**config.mk**
```make
export PLATFORM = sky130hd
export DESIGN_NAME = software_timer_bank
export DESIGN_NICKNAME = d
export VERILOG_FILES = /design/src/rtl/stb_pkg.sv /design/src/rtl/stb_slot_ram.sv /design/src/rtl/software_timer_bank.sv
export SDC_FILE = /design/constraint.sdc
export NUM_CORES = 1
export LEC_CHECK = 0
export BUFFER_PORTS_ARGS = -buffer_cell sky130_fd_sc_hd__buf_2
export CORE_MARGIN = 5
export CORE_UTILIZATION = 60
export DETAILED_ROUTE_END_ITERATION = 6
export GPL_ROUTABILITY_DRIVEN = 0
export HOLD_SLACK_MARGIN = 0.05
export PLACE_DENSITY_LB_ADDON = 0.12
export SETUP_SLACK_MARGIN = 0.15
export SLEW_MARGIN = 25
export SYNTH_ARGS = -nofsm -noshare
export SYNTH_HDL_FRONTEND = slang
export SYNTH_HIERARCHICAL = 1
export SYNTH_SLANG_ARGS = --single-unit
```
**constraint.sdc**
```tcl
create_clock -name clk -period 5.3 [get_ports clk]
set_input_delay 0.265 -clock clk [delete_from_list [all_inputs] [get_ports clk]]
set_output_delay 0.265 -clock clk [all_outputs]
set_load 0.01 [all_outputs]
```
**src/rtl/stb_pkg.sv**
```systemverilog
// Shared types for the software timer bank: operation, status and sequencer codes.
// No dependencies; used by software_timer_bank and stb_slot_ram.
package stb_pkg;

  // Width of each count field in a slot record
  localparam int unsigned COUNT_W = 16;

  typedef enum logic [1:0] {
    OP_START   = 2'd0,
    OP_CANCEL  = 2'd1,
    OP_TICK    = 2'd2,
    OP_SERVICE = 2'd3
  } op_t;

  typedef enum logic [2:0] {
    ST_STARTED   = 3'd0,
    ST_FULL      = 3'd1,
    ST_CANCELLED = 3'd2,
    ST_BAD_ID    = 3'd3,
    ST_TICK_ACK  = 3'd4,
    ST_EXPIRED   = 3'd5,
    ST_NONE      = 3'd6
  } status_t;

  typedef enum logic [2:0] {
    S_IDLE,
    S_EXEC,
    S_TICK_RD,
    S_TICK_WR,
    S_TICK_OUT,
    S_SRV
  } state_t;

  // Slot memory record
  typedef struct packed {
    logic [COUNT_W-1:0] duration;
    logic [COUNT_W-1:0] elapsed;
  } slot_rec_t;

endpackage

```
**src/rtl/stb_slot_ram.sv**
```systemverilog
// Slot memory of the software timer bank: one record (duration, elapsed) per slot.
// One write port, one read port with registered read data. Depends on stb_pkg.
module stb_slot_ram #(
  parameter int unsigned DEPTH  = 4,
  parameter int unsigned ADDR_W = 2
) (
  input  logic                clk,
  input  logic                we,
  input  logic [ADDR_W-1:0]   waddr,
  input  stb_pkg::slot_rec_t  wdata,
  input  logic                re,
  input  logic [ADDR_W-1:0]   raddr,
  output stb_pkg::slot_rec_t  rdata
);

  stb_pkg::slot_rec_t mem [DEPTH];

  // Write port
  always_ff @(posedge clk) begin
    if (we) begin
      mem[waddr] <= wdata;
    end
  end

  // Read port with registered read data
  always_ff @(posedge clk) begin
    if (re) begin
      rdata <= mem[raddr];
    end
  end

endmodule

```
**src/rtl/software_timer_bank.sv**
```systemverilog
// Top level of the software timer bank: command sequencer, per-slot flags and result register.
// Depends on stb_pkg and stb_slot_ram.
//
//  channel   | handshake            | payload
//  ----------+----------------------+---------------------------------------------
//  command   | in_valid / in_stall  | op, duration_ms, periodic, timer_id
//  result    | out_valid / out_stall| status, slot_id, last, any_active
//
// Start and cancel place their result from the execute state; a tick walks every slot,
// with one read and one write-back of the slot memory per slot, before its acknowledgement.
// A service walks the slots in order, placing each expiry as the walk reaches its slot
// and flagging the final one as last; an empty service places its result directly.
// A new command is taken once the previous one is finished, even while its last
// result still waits in the output register. Synchronous reset marks every slot idle;
// the slot memory needs no clearing since an idle slot's record is never used.
// A stalled result holds the sequencer at the next result it has to place.
module software_timer_bank #(
  parameter int unsigned TIMER_SLOTS = 4
) (
  input  logic        clk,
  input  logic        rst,
  input  logic        in_valid,
  output logic        in_stall,
  input  logic [1:0]  op,
  input  logic [15:0] duration_ms,
  input  logic        periodic,
  input  logic [3:0]  timer_id,
  output logic        out_valid,
  input  logic        out_stall,
  output logic [2:0]  status,
  output logic [3:0]  slot_id,
  output logic        last,
  output logic        any_active
);

  localparam int unsigned IDX_W = (TIMER_SLOTS > 1) ? $clog2(TIMER_SLOTS) : 1;
  localparam logic [IDX_W-1:0] LAST_IDX = IDX_W'(TIMER_SLOTS - 1);

  // Control state
  stb_pkg::state_t        state, state_next;
  logic [IDX_W-1:0]       idx, idx_next;
  logic [TIMER_SLOTS-1:0] active, active_next;
  logic [TIMER_SLOTS-1:0] per_flag, per_flag_next;
  logic [TIMER_SLOTS-1:0] fired, fired_next;
  logic                   srv_any, srv_any_next;
  logic                   out_valid_q, out_valid_next;

  // Command and result payload
  stb_pkg::op_t           op_q;
  logic [15:0]            dur_q;
  logic                   per_q;
  logic [3:0]             id_q;
  stb_pkg::status_t       status_q, status_next;
  logic [3:0]             slot_q, slot_next;
  logic                   last_q, last_next;
  logic                   any_q, any_next;

  // Slot memory port
  logic                   mem_we;
  logic [IDX_W-1:0]       mem_waddr;
  stb_pkg::slot_rec_t     mem_wdata;
  logic                   mem_re;
  stb_pkg::slot_rec_t     mem_rdata;

  // Helpers
  logic                   in_xfer;
  logic                   out_free;
  logic                   free_found;
  logic [IDX_W-1:0]       free_idx;
  logic                   id_ok;
  logic [IDX_W-1:0]       id_idx;
  logic [TIMER_SLOTS-1:0] pend;
  logic                   pend_above;
  logic [15:0]            el_inc;
  logic                   tick_hit;

  assign in_stall   = (state != stb_pkg::S_IDLE);
  assign in_xfer    = in_valid && !in_stall;
  assign out_free   = !out_valid_q || !out_stall;
  assign out_valid  = out_valid_q;
  assign status     = status_q;
  assign slot_id    = slot_q;
  assign last       = last_q;
  assign any_active = any_q;

  assign pend     = active & fired;
  assign id_ok    = ({1'b0, id_q} < 5'(TIMER_SLOTS)) && active[id_q[IDX_W-1:0]];
  assign id_idx   = id_q[IDX_W-1:0];
  assign el_inc   = mem_rdata.elapsed + 16'd1;
  assign tick_hit = (el_inc == mem_rdata.duration);

  // Find the lowest idle slot
  always_comb begin
    free_found = 1'b0;
    free_idx   = '0;
    for (int i = TIMER_SLOTS - 1; i >= 0; i--) begin
      if (!active[i]) begin
        free_found = 1'b1;
        free_idx   = IDX_W'(i);
      end
    end
  end

  // Detect a pending expiry above the current slot
  always_comb begin
    pend_above = 1'b0;
    for (int i = 0; i < TIMER_SLOTS; i++) begin
      if (i > int'(idx) && pend[i]) begin
        pend_above = 1'b1;
      end
    end
  end

  // Sequencer: next state, flag updates, memory access and result
  always_comb begin
    state_next     = state;
    idx_next       = idx;
    active_next    = active;
    per_flag_next  = per_flag;
    fired_next     = fired;
    srv_any_next   = srv_any;
    out_valid_next = out_valid_q && out_stall;
    status_next    = status_q;
    slot_next      = slot_q;
    last_next      = last_q;
    any_next       = any_q;
    mem_we         = 1'b0;
    mem_waddr      = idx;
    mem_wdata      = mem_rdata;
    mem_re         = 1'b0;

    case (state)
      stb_pkg::S_IDLE: begin
        if (in_xfer) begin
          state_next = stb_pkg::S_EXEC;
        end
      end

      stb_pkg::S_EXEC: begin
        case (op_q)
          stb_pkg::OP_START: begin
            if (out_free) begin
              out_valid_next = 1'b1;
              last_next      = 1'b1;
              state_next     = stb_pkg::S_IDLE;
              if (free_found) begin
                active_next[free_idx]   = 1'b1;
                per_flag_next[free_idx] = per_q;
                fired_next[free_idx]    = 1'b0;
                mem_we                  = 1'b1;
                mem_waddr               = free_idx;
                mem_wdata.duration      = dur_q;
                mem_wdata.elapsed       = '0;
                status_next             = stb_pkg::ST_STARTED;
                slot_next               = 4'(free_idx);
                any_next                = 1'b1;
              end else begin
                status_next = stb_pkg::ST_FULL;
                slot_next   = '0;
                any_next    = |active;
              end
            end
          end
          stb_pkg::OP_CANCEL: begin
            if (out_free) begin
              out_valid_next = 1'b1;
              last_next      = 1'b1;
              slot_next      = '0;
              state_next     = stb_pkg::S_IDLE;
              if (id_ok) begin
                active_next[id_idx]   = 1'b0;
                per_flag_next[id_idx] = 1'b0;
                fired_next[id_idx]    = 1'b0;
                status_next           = stb_pkg::ST_CANCELLED;
                any_next              = |active_next;
              end else begin
                status_next = stb_pkg::ST_BAD_ID;
                any_next    = |active;
              end
            end
          end
          stb_pkg::OP_TICK: begin
            idx_next   = '0;
            state_next = stb_pkg::S_TICK_RD;
          end
          stb_pkg::OP_SERVICE: begin
            if (pend == '0) begin
              if (out_free) begin
                out_valid_next = 1'b1;
                status_next    = stb_pkg::ST_NONE;
                slot_next      = '0;
                last_next      = 1'b1;
                any_next       = |active;
                state_next     = stb_pkg::S_IDLE;
              end
            end else begin
              // Active after the walk: every slot but the one-shots that fired
              srv_any_next = |(active & ~(fired & ~per_flag));
              idx_next     = '0;
              state_next   = stb_pkg::S_SRV;
            end
          end
          default: begin
            state_next = stb_pkg::S_IDLE;
          end
        endcase
      end

      // Read the current slot record
      stb_pkg::S_TICK_RD: begin
        mem_re     = 1'b1;
        state_next = stb_pkg::S_TICK_WR;
      end

      // Advance the elapsed count of an active slot (wrap to zero and mark fired on expiry) and write it back
      stb_pkg::S_TICK_WR: begin
        if (active[idx]) begin
          mem_we = 1'b1;
          if (tick_hit) begin
            mem_wdata.elapsed = '0;
            fired_next[idx]   = 1'b1;
          end else begin
            mem_wdata.elapsed = el_inc;
          end
        end
        if (idx == LAST_IDX) begin
          state_next = stb_pkg::S_TICK_OUT;
        end else begin
          idx_next   = idx + 1'b1;
          state_next = stb_pkg::S_TICK_RD;
        end
      end

      stb_pkg::S_TICK_OUT: begin
        if (out_free) begin
          out_valid_next = 1'b1;
          status_next    = stb_pkg::ST_TICK_ACK;
          slot_next      = '0;
          last_next      = 1'b1;
          any_next       = |active;
          state_next     = stb_pkg::S_IDLE;
        end
      end

      // Walk the slots and report each fired one
      stb_pkg::S_SRV: begin
        if (!pend[idx] || out_free) begin
          if (pend[idx]) begin
            out_valid_next  = 1'b1;
            status_next     = stb_pkg::ST_EXPIRED;
            slot_next       = 4'(idx);
            last_next       = !pend_above;
            any_next        = srv_any;
            fired_next[idx] = 1'b0;
            if (!per_flag[idx]) begin
              active_next[idx] = 1'b0;
            end
          end
          if (idx == LAST_IDX) begin
            state_next = stb_pkg::S_IDLE;
          end else begin
            idx_next = idx + 1'b1;
          end
        end
      end

      default: begin
        state_next = stb_pkg::S_IDLE;
      end
    endcase
  end

  // Control registers
  always_ff @(posedge clk) begin
    if (rst) begin
      state       <= stb_pkg::S_IDLE;
      idx         <= '0;
      active      <= '0;
      per_flag    <= '0;
      fired       <= '0;
      srv_any     <= 1'b0;
      out_valid_q <= 1'b0;
    end else begin
      state       <= state_next;
      idx         <= idx_next;
      active      <= active_next;
      per_flag    <= per_flag_next;
      fired       <= fired_next;
      srv_any     <= srv_any_next;
      out_valid_q <= out_valid_next;
    end
  end

  // Payload registers: hold the command, load the result
  always_ff @(posedge clk) begin
    if (in_xfer) begin
      op_q  <= stb_pkg::op_t'(op);
      dur_q <= duration_ms;
      per_q <= periodic;
      id_q  <= timer_id;
    end
    status_q <= status_next;
    slot_q   <= slot_next;
    last_q   <= last_next;
    any_q    <= any_next;
  end

  stb_slot_ram #(
    .DEPTH  (TIMER_SLOTS),
    .ADDR_W (IDX_W)
  ) u_slot_ram (
    .clk   (clk),
    .we    (mem_we),
    .waddr (mem_waddr),
    .wdata (mem_wdata),
    .re    (mem_re),
    .raddr (idx),
    .rdata (mem_rdata)
  );

`ifndef SYNTHESIS
  // A fired mark never outlives its slot
  a_fired_active: assert property (@(posedge clk) disable iff (rst)
    (fired & ~active) == '0)
    else $error("fired mark on idle slot");

  // Only a service gives a result that is not the last one
  a_multi_srv: assert property (@(posedge clk) disable iff (rst)
    (out_valid && !out_stall && !last) |-> (state == stb_pkg::S_SRV))
    else $error("non-final result outside service walk");

  // A started slot leaves the bank active
  a_started_any: assert property (@(posedge clk) disable iff (rst)
    (out_valid && status == stb_pkg::ST_STARTED) |-> any_active)
    else $error("started result without active slot");

  // Memory writes come only from a start or a tick write-back
  a_mem_we: assert property (@(posedge clk) disable iff (rst)
    mem_we |-> (state == stb_pkg::S_EXEC || state == stb_pkg::S_TICK_WR))
    else $error("slot memory write outside start or tick");

  // Every tick write-back follows its read
  a_tick_order: assert property (@(posedge clk) disable iff (rst)
    (state == stb_pkg::S_TICK_WR) |-> ($past(state) == stb_pkg::S_TICK_RD))
    else $error("tick write-back without read");
`endif

endmodule
```
==> impl_metrics.json, run 1 <==
{
  "core_area_um2": 15770,
  "ant_nets": 0,
  "die_x_um": 136.5,
  "clock-sinks": 211,
  "wl_mm": 20.74,
  "yosysUniqueCellTypes": 64,
  "vias_per_cell": 6.353,
  "max_freq_mhz": 250.6,
  "synth_top_family_by_area": "simple AND/OR/NAND/NOR gates",
  "async_reset_ff_share_pct": 0,
  "cp-start-kind": "flip-flop",
  "dieArea_um2": 18630,
  "skew_ps": 7.695,
  "critPathArrivalTime_ps": 4170,
  "layout_commonest_cell": "edfxtp_1",
  "rows": 46,
  "clock_latency_ps": 500,
  "vias": 6080,
  "first_pass_iters": 5,
  "fin_setup_tns_ps": 0,
  "grt_pass1_vias": 5957,
  "worstSetupEndpointType": "flip-flop",
  "maxCapViolCount": 0,
  "synth_compound_area_share_pct": 9.110,
  "synthCells": 673,
  "path_max_fanout": 18,
  "numCtsBuffers": 21,
  "hold_class": "in2reg",
  "syn-num-nets": 705,
  "use_met3_pct": 3.566,
  "cts_tree": "yes",
  "worst_pin_slew_ps": 926.9,
  "synth-seq-cells": 211,
  "ys.flop_type": "edfxtp_1",
  "clk_pin_slew_ps": 60,
  "drc": 0,
  "status": "completed",
  "track_usage_pct": 22.76,
  "critical_path_class": "reg2reg",
  "maxSlewViolCount": 0,
  "leakagePower_nw": 3.553,
  "synthAdderAreaFrac_pct": 0.6516,
  "clk_path_buf_depth": 3,
  "post-route-util_pct": 68.68,
  "synthMuxAreaShare_pct": 10.75,
  "critPathLaunch": "state[0]",
  "met1_usage_pct": 31.95,
  "worst-r2r-cell-count": 10,
  "cts_root_buf": "clkbuf_16",
  "hold_ws_ps": 164.8,
  "synth_xor_area_share_pct": 1.460,
  "avgRoutedWirePerCell_um": 21.67,
  "hpwlAfterDp_mm": 12.98,
  "drive_above_1_share_pct": 19.84,
  "synth-simple-area-share_pct": 10.78,
  "antenna_found_initial": 0,
  "grt_use_met2_pct": 37.81,
  "period_needed_ps": 3990,
  "yosys_warnings": 6,
  "ctsResizeCount": 0,
  "syn_area_um2": 9600,
  "ys_seq_area_share_pct": 64.02,
  "io_pins": 38,
  "grt-ovfl-total": 0,
  "slew_headroom_pct": 38.07,
  "grt_first_pass_wirelength_mm": 32.47,
  "worstSetupEndpoint": "u_slot_ram/mem[1][13]",
  "reg2reg_slack_ps": 1310,
  "layout.nets": 759,
  "layout_common_cells": "edfxtp_1 (192), nand2_1 (37), buf_2 (37), nor2_1 (36), a21oi_1 (36)",
  "drtIter0Drc": 585,
  "syn_to_final_growth_pct": 12.81,
  "peakVddDrop_mv": 0.4113,
  "grt_max_degree": 41,
  "portBuffers": 37,
  "start_util_pct": 60.88,
  "power_density_nw_per_um2": 319.9,
  "htreeDepth": 1,
  "post-route-period-util_pct": 75.28,
  "setup_violations": 0,
  "rsz0062_at_grt": "false",
  "diodes": 0,
  "die_h_um": 136.5,
  "worstReg2RegStart": "state[0]",
  "grt_busiest_layer": "met2",
  "postSynthAreaPerCell_um2": 14.27,
  "crit_required_ps": 5480,
  "finalHoldViolCount": 0,
  "synth_enable_flop_cells": 192,
  "r2r-end": "u_slot_ram/mem[1][13]"
}
## synthesized netlist by cell type (all sizes together), types with 8 or more instances
library cell  number  area share (%)
a21o               8            0.63
a21oi             36             1.9
a221o              8            0.83
and2               9            0.59
and3               9            0.59
buf               15             1.4
clkbuf            27             1.1
dfxtp             19             4.0
edfxtp           192              60
inv               20            0.78
mux2              19             2.2
mux4              36             8.5
nand2             37             1.4
nand3             22             1.1
nand4              8            0.52
nor2              38             1.5
nor2b              8            0.52
nor3              14            0.73
nor4               9            0.74
o21ai             29             1.5
or3                8            0.52
xnor2             13             1.2
## state kept, by name, indices dropped and copies added (netlist names)
register	flops
u_slot_ram/mem	128
u_slot_ram/rdata	32
dur_q	16
active	4
fired	4
id_q	4
per_flag	4
slot_id	4
state	3
status	3
idx	2
op_q	2
any_active	1
last	1
out_valid	1
per_q	1
srv_any	1
## power breakdown
| part | switching [mW] | internal [mW] |
|---|---|---|
| clock network | 0.599 | 0.824 |
| logic | 0.0970 | 0.0687 |
| registers | 0.0256 | 1.85 |
## cell families (layout without fill, tap and decap cells)
| family | after synthesis | in the layout |
|---|---|---|
| flip-flops | 211 | 211 |
| multiplexers | 55 | 55 |
| XOR/XNOR | 16 | 16 |
| AO/OA/AOI/OAI | 131 | 131 |
| adder cells (fa/ha/maj) | 5 | 5 |
| AND/OR/NAND/NOR | 193 | 193 |
| buffers and inverters | 62 | 130 |
## per-layer routing
| metal | share of wire [%] | vias up |
|---|---|---|
| met5 | 0 | - |
| met4 | 2.7 | 0 |
| met3 | 7.2 | 57 |
| li1 | - | 2748 |
| met2 | 49 | 294 |
| met1 | 41 | 2981 |
## metrics by stage
step           setup WS [ps]  power, mW  instance area, um^2  std cells
2_1_floorplan          435.0      2.004                 9600        673
3_5_place_dp            1076      2.061                 9937        897
6_report                1310      3.464                10830        957
3_3_place_gp            1190      2.053                 9937        897
5_1_grt                 1040      3.584                10830        957
4_1_cts                 1059      3.488                10820        957
## worst min path at each step
stage	slack, ps	start	cells past startpoint	end
5_1_grt	170	rst	2	idx[1]
3_5_place_dp	440	duration_ms[5]	1	dur_q[5]
3_3_place_gp	440	duration_ms[7]	1	dur_q[7]
2_1_floorplan	360	duration_ms[0]	0	dur_q[0]
6_report	160	rst	2	out_valid
4_1_cts	150	rst	2	out_valid
## repair_timing
| action | in CTS | in global routing |
|---|---|---|
| setup buffers | 0 | 0 |
| hold buffers | 23 | 0 |
| endpoints found under the setup margin | 0 | 0 |
| hold endpoints to repair | 23 | 0 |
## critical path: stages (launching register included)
cell and delay, ps:
dfxtp_1 310, buf_4 180, nor2b_1 230, nand2b_1 190, nor4_2 530, o21ai_2 110, buf_4 260, and2_1 350
inv_1 260, and3b_1 800, buf_4 420
## area by class of cell
class	instances	area, um^2
clock inverter	14	123.9
clock buffer	23	533.0
tap	216	270.3
multi-input combinational	400	3167
fill	1113	4940
sequential	211	6148
timing repair buffer	73	513.0
inverter	20	75.07
No activity file was read; power rests on OpenSTA's default activity.
==> run 2: changes to the inputs <==
--- a/config.mk
+++ b/config.mk
@@ -5,6 +5,7 @@
 export SDC_FILE = /design/constraint.sdc
 export NUM_CORES = 1
 export LEC_CHECK = 0
+export ABC_AREA = 1
 export BUFFER_PORTS_ARGS = -buffer_cell sky130_fd_sc_hd__buf_2
 export CORE_MARGIN = 5
 export CORE_UTILIZATION = 60
==> constraint.sdc (replaced) <==
create_clock -name clk -period 3.7 [get_ports clk]
set_input_delay 0.185 -clock clk [delete_from_list [all_inputs] [get_ports clk]]
set_output_delay 0.185 -clock clk [all_outputs]
set_load 0.01 [all_outputs]
==> impl_metrics.json, run 2 <==
{
  "maxCapViolCount": 0,
  "post-place-ws_ps": 885.4,
  "clk_path_buf_depth": 3,
  "avgRoutedWirePerCell_um": 16.35,
  "seq_power_share_pct": 49.4,
  "synth-seq-cells": 211,
  "drive_above_1_share_pct": 9.967,
  "htreeDepth": 1,
  "slew_headroom_pct": 50.71,
  "first_pass_iters": 5,
  "vias_per_cell": 5.417,
  "largest_reg_flops": 128,
  "post-route-period-util_pct": 77.84,
  "drc": 0,
  "finalHoldViolCount": 0,
  "setup_violations": 0,
  "stdcell_count": 1424,
  "layout_commonest_cell": "nand2_1",
  "status": "completed",
  "synth-simple-area-share_pct": 22.29,
  "hpwlAfterDp_mm": 15.21,
  "cts_root_buf": "clkbuf_16",
  "layout_common_cells": "nand2_1 (323), inv_1 (206), edfxtp_1 (192), nand3_1 (97), nor2_1 (61)",
  "drtIter0Drc": 817,
  "grt_pass1_vias": 7424,
  "total_power_mw": 5.577,
  "clk_pin_slew_ps": 60,
  "worst_pin_slew_ps": 739.3,
  "ys_top_cells_by_count": "nand2_1 (323), inv_1 (206), edfxtp_1 (192)",
  "grt_first_pass_wirelength_mm": 38.18,
  "diodes": 0,
  "synth_enable_flop_cells": 192,
  "rows": 47,
  "swShare_pct": 24.12,
  "pwr-share-clk_pct": 39.8,
  "synth.largest_area_cell": "edfxtp_1",
  "synth_compound_area_share_pct": 6.733,
  "p_comb_share_pct": 10.8,
  "async_reset_ff_share_pct": 0,
  "dieArea_um2": 19780,
  "yosys_warnings": 6,
  "grt-ovfl-total": 0,
  "ys.flop_type": "edfxtp_1",
  "cts_tree": "yes",
  "ctsResizeCount": 0,
  "cts_setup_buffers": 0,
  "dp.cells": 1361,
  "antenna_found_initial": 0,
  "vias": 7714,
  "io_pins": 38,
  "synthMuxAreaShare_pct": 0,
  "numCtsBuffers": 22,
  "post-route-util_pct": 69.84,
  "p_int_mw": 4.232,
  "start_util_pct": 61.52,
  "portBuffers": 37,
  "synth_xor_area_share_pct": 0.5133,
  "yosysUniqueCellTypes": 46,
  "syn_area_um2": 10240,
  "track_usage_pct": 23.99,
  "crit_required_ps": 3850,
  "skew_ps": 11.48,
  "core_area_um2": 16640,
  "die_x_um": 140.6,
  "synth.area.top_cells": "edfxtp_1 (56%), nand2_1 (12%), inv_1 (7.6%)",
  "worstSetupEndpointType": "flip-flop",
  "critPathArrivalTime_ps": 3030,
  "synthCells": 1117,
  "yosysMostFrequentCell": "nand2_1",
  "synthAdderAreaFrac_pct": 0.6110,
  "power_density_nw_per_um2": 479.8,
  "clock-sinks": 211,
  "period_needed_ps": 2880,
  "holdBufCountCts": 24,
  "largest-register": "u_slot_ram/mem",
  "setup_slack_ps": 819.9,
  "grt_max_degree": 66,
  "syn-num-nets": 1149,
  "leakagePower_nw": 5.032,
  "critical_path_class": "reg2reg",
  "top_regs": "u_slot_ram/mem x128, u_slot_ram/rdata x32, dur_q x16",
  "path_max_fanout": 21,
  "p_sw_mw": 1.345,
  "wl_mm": 23.29,
  "max_freq_mhz": 347.2,
  "postSynthAreaPerCell_um2": 9.166,
  "syn_to_final_growth_pct": 13.53,
  "ant_nets": 0,
  "hold_class": "in2reg",
  "synth.top_cell.area_share_pct": 56.31,
  "ys_seq_area_share_pct": 60.03,
  "rsz0062_at_grt": "false",
  "fillers": 1231,
  "die_h_um": 140.6,
  "clock_latency_ps": 500,
  "layout.nets": 1221,
  "synth_top_family_by_area": "simple AND/OR/NAND/NOR gates",
  "cp-start-kind": "flip-flop",
  "peakVddDrop_mv": 0.4849,
  "maxSlewViolCount": 0
}
[run 2: cell types whose count changed in the layout (fill, tap and decap cells not counted), moves of 9 or more]
cell     delta
and2_1      -9
inv_1     +186
mux2_2     -19
mux4_2     -34
nand2_1   +286
nand3_1    +75
nor2_1     +25
o21ai_0    +11
o22ai_1    +10
xnor2_1    -10
[run 2: power by group through the flow]
stage | Combinational, mW | Clock [mW] | Sequential [mW]
floorplan | 0.429 | 0 | 2.79
global placement | 0.566 | 0 | 2.80
detailed placement | 0.576 | 0 | 2.81
CTS | 0.598 | 2.26 | 2.76
global route | 0.681 | 2.35 | 2.76
finish | 0.602 | 2.22 | 2.76
[run 2: path summary, 6_finish.rpt]
| check | startpoint | endpoint | slack [ps] | cells past startpoint |
|---|---|---|---|---|
| worst min-delay path | out_stall | out_valid | 150 | 3 |
| worst max-delay path | out_valid | u_slot_ram/mem[2][31] | 820 | 10 |
| worst min register to register | per_flag[1] | per_flag[1] | 530 | 2 |
| worst max register to register | out_valid | u_slot_ram/mem[2][31] | 820 | 10 |
[run 2: per-stage QoR]
step	hold slack, ps	instance area, um^2	TNS (ps)
after global routing	187.1	11620	0
final	148.8	11620	0
after floorplan	283.9	10240	-74450
after global placement	362.1	10650	0
after CTS	130.0	11620	0
after detailed placement	363.4	10660	0
[run 2: final cells by class]
type,count,area [um^2],share of cell area [%]
Clock buffer,26,586.8,5.048
Inverter,214,805.8,6.932
Sequential cell,211,6147,52.89
Multi-Input combinational cell,662,3114,26.79
Timing Repair Buffer,78,553.0,4.758
Clock inverter,13,141.4,1.216
Tap cell,220,275.3,2.368
[run 2: logic make-up (layout without fill, tap and decap cells)]
family | after synthesis | after routing
AO/OA/AOI/OAI | 117 | 117
adder cells (fa/ha/maj) | 5 | 5
XOR/XNOR | 6 | 6
flip-flops | 211 | 211
AND/OR/NAND/NOR | 534 | 534
buffers and inverters | 244 | 331
[run 2: metal layers]
layer  wire length (um)  vias up  track usage (%)
met5                  0        -                0
met4                501        0            6.476
met3               1749       43            4.233
met2              11040      310            38.96
met1               9990     3561            33.78
li1                   -     3800                -
[run 2: worst max-delay path: stages, from the launching register on]
cell and delay, ps:
dfxtp_1 310, nand2_1 190, clkinv_1 320, nor4_2 330, inv_1 140, nor2_4 110
inv_2 100, nand2_2 280, inv_1 180, nor3_2 180, buf_4 380
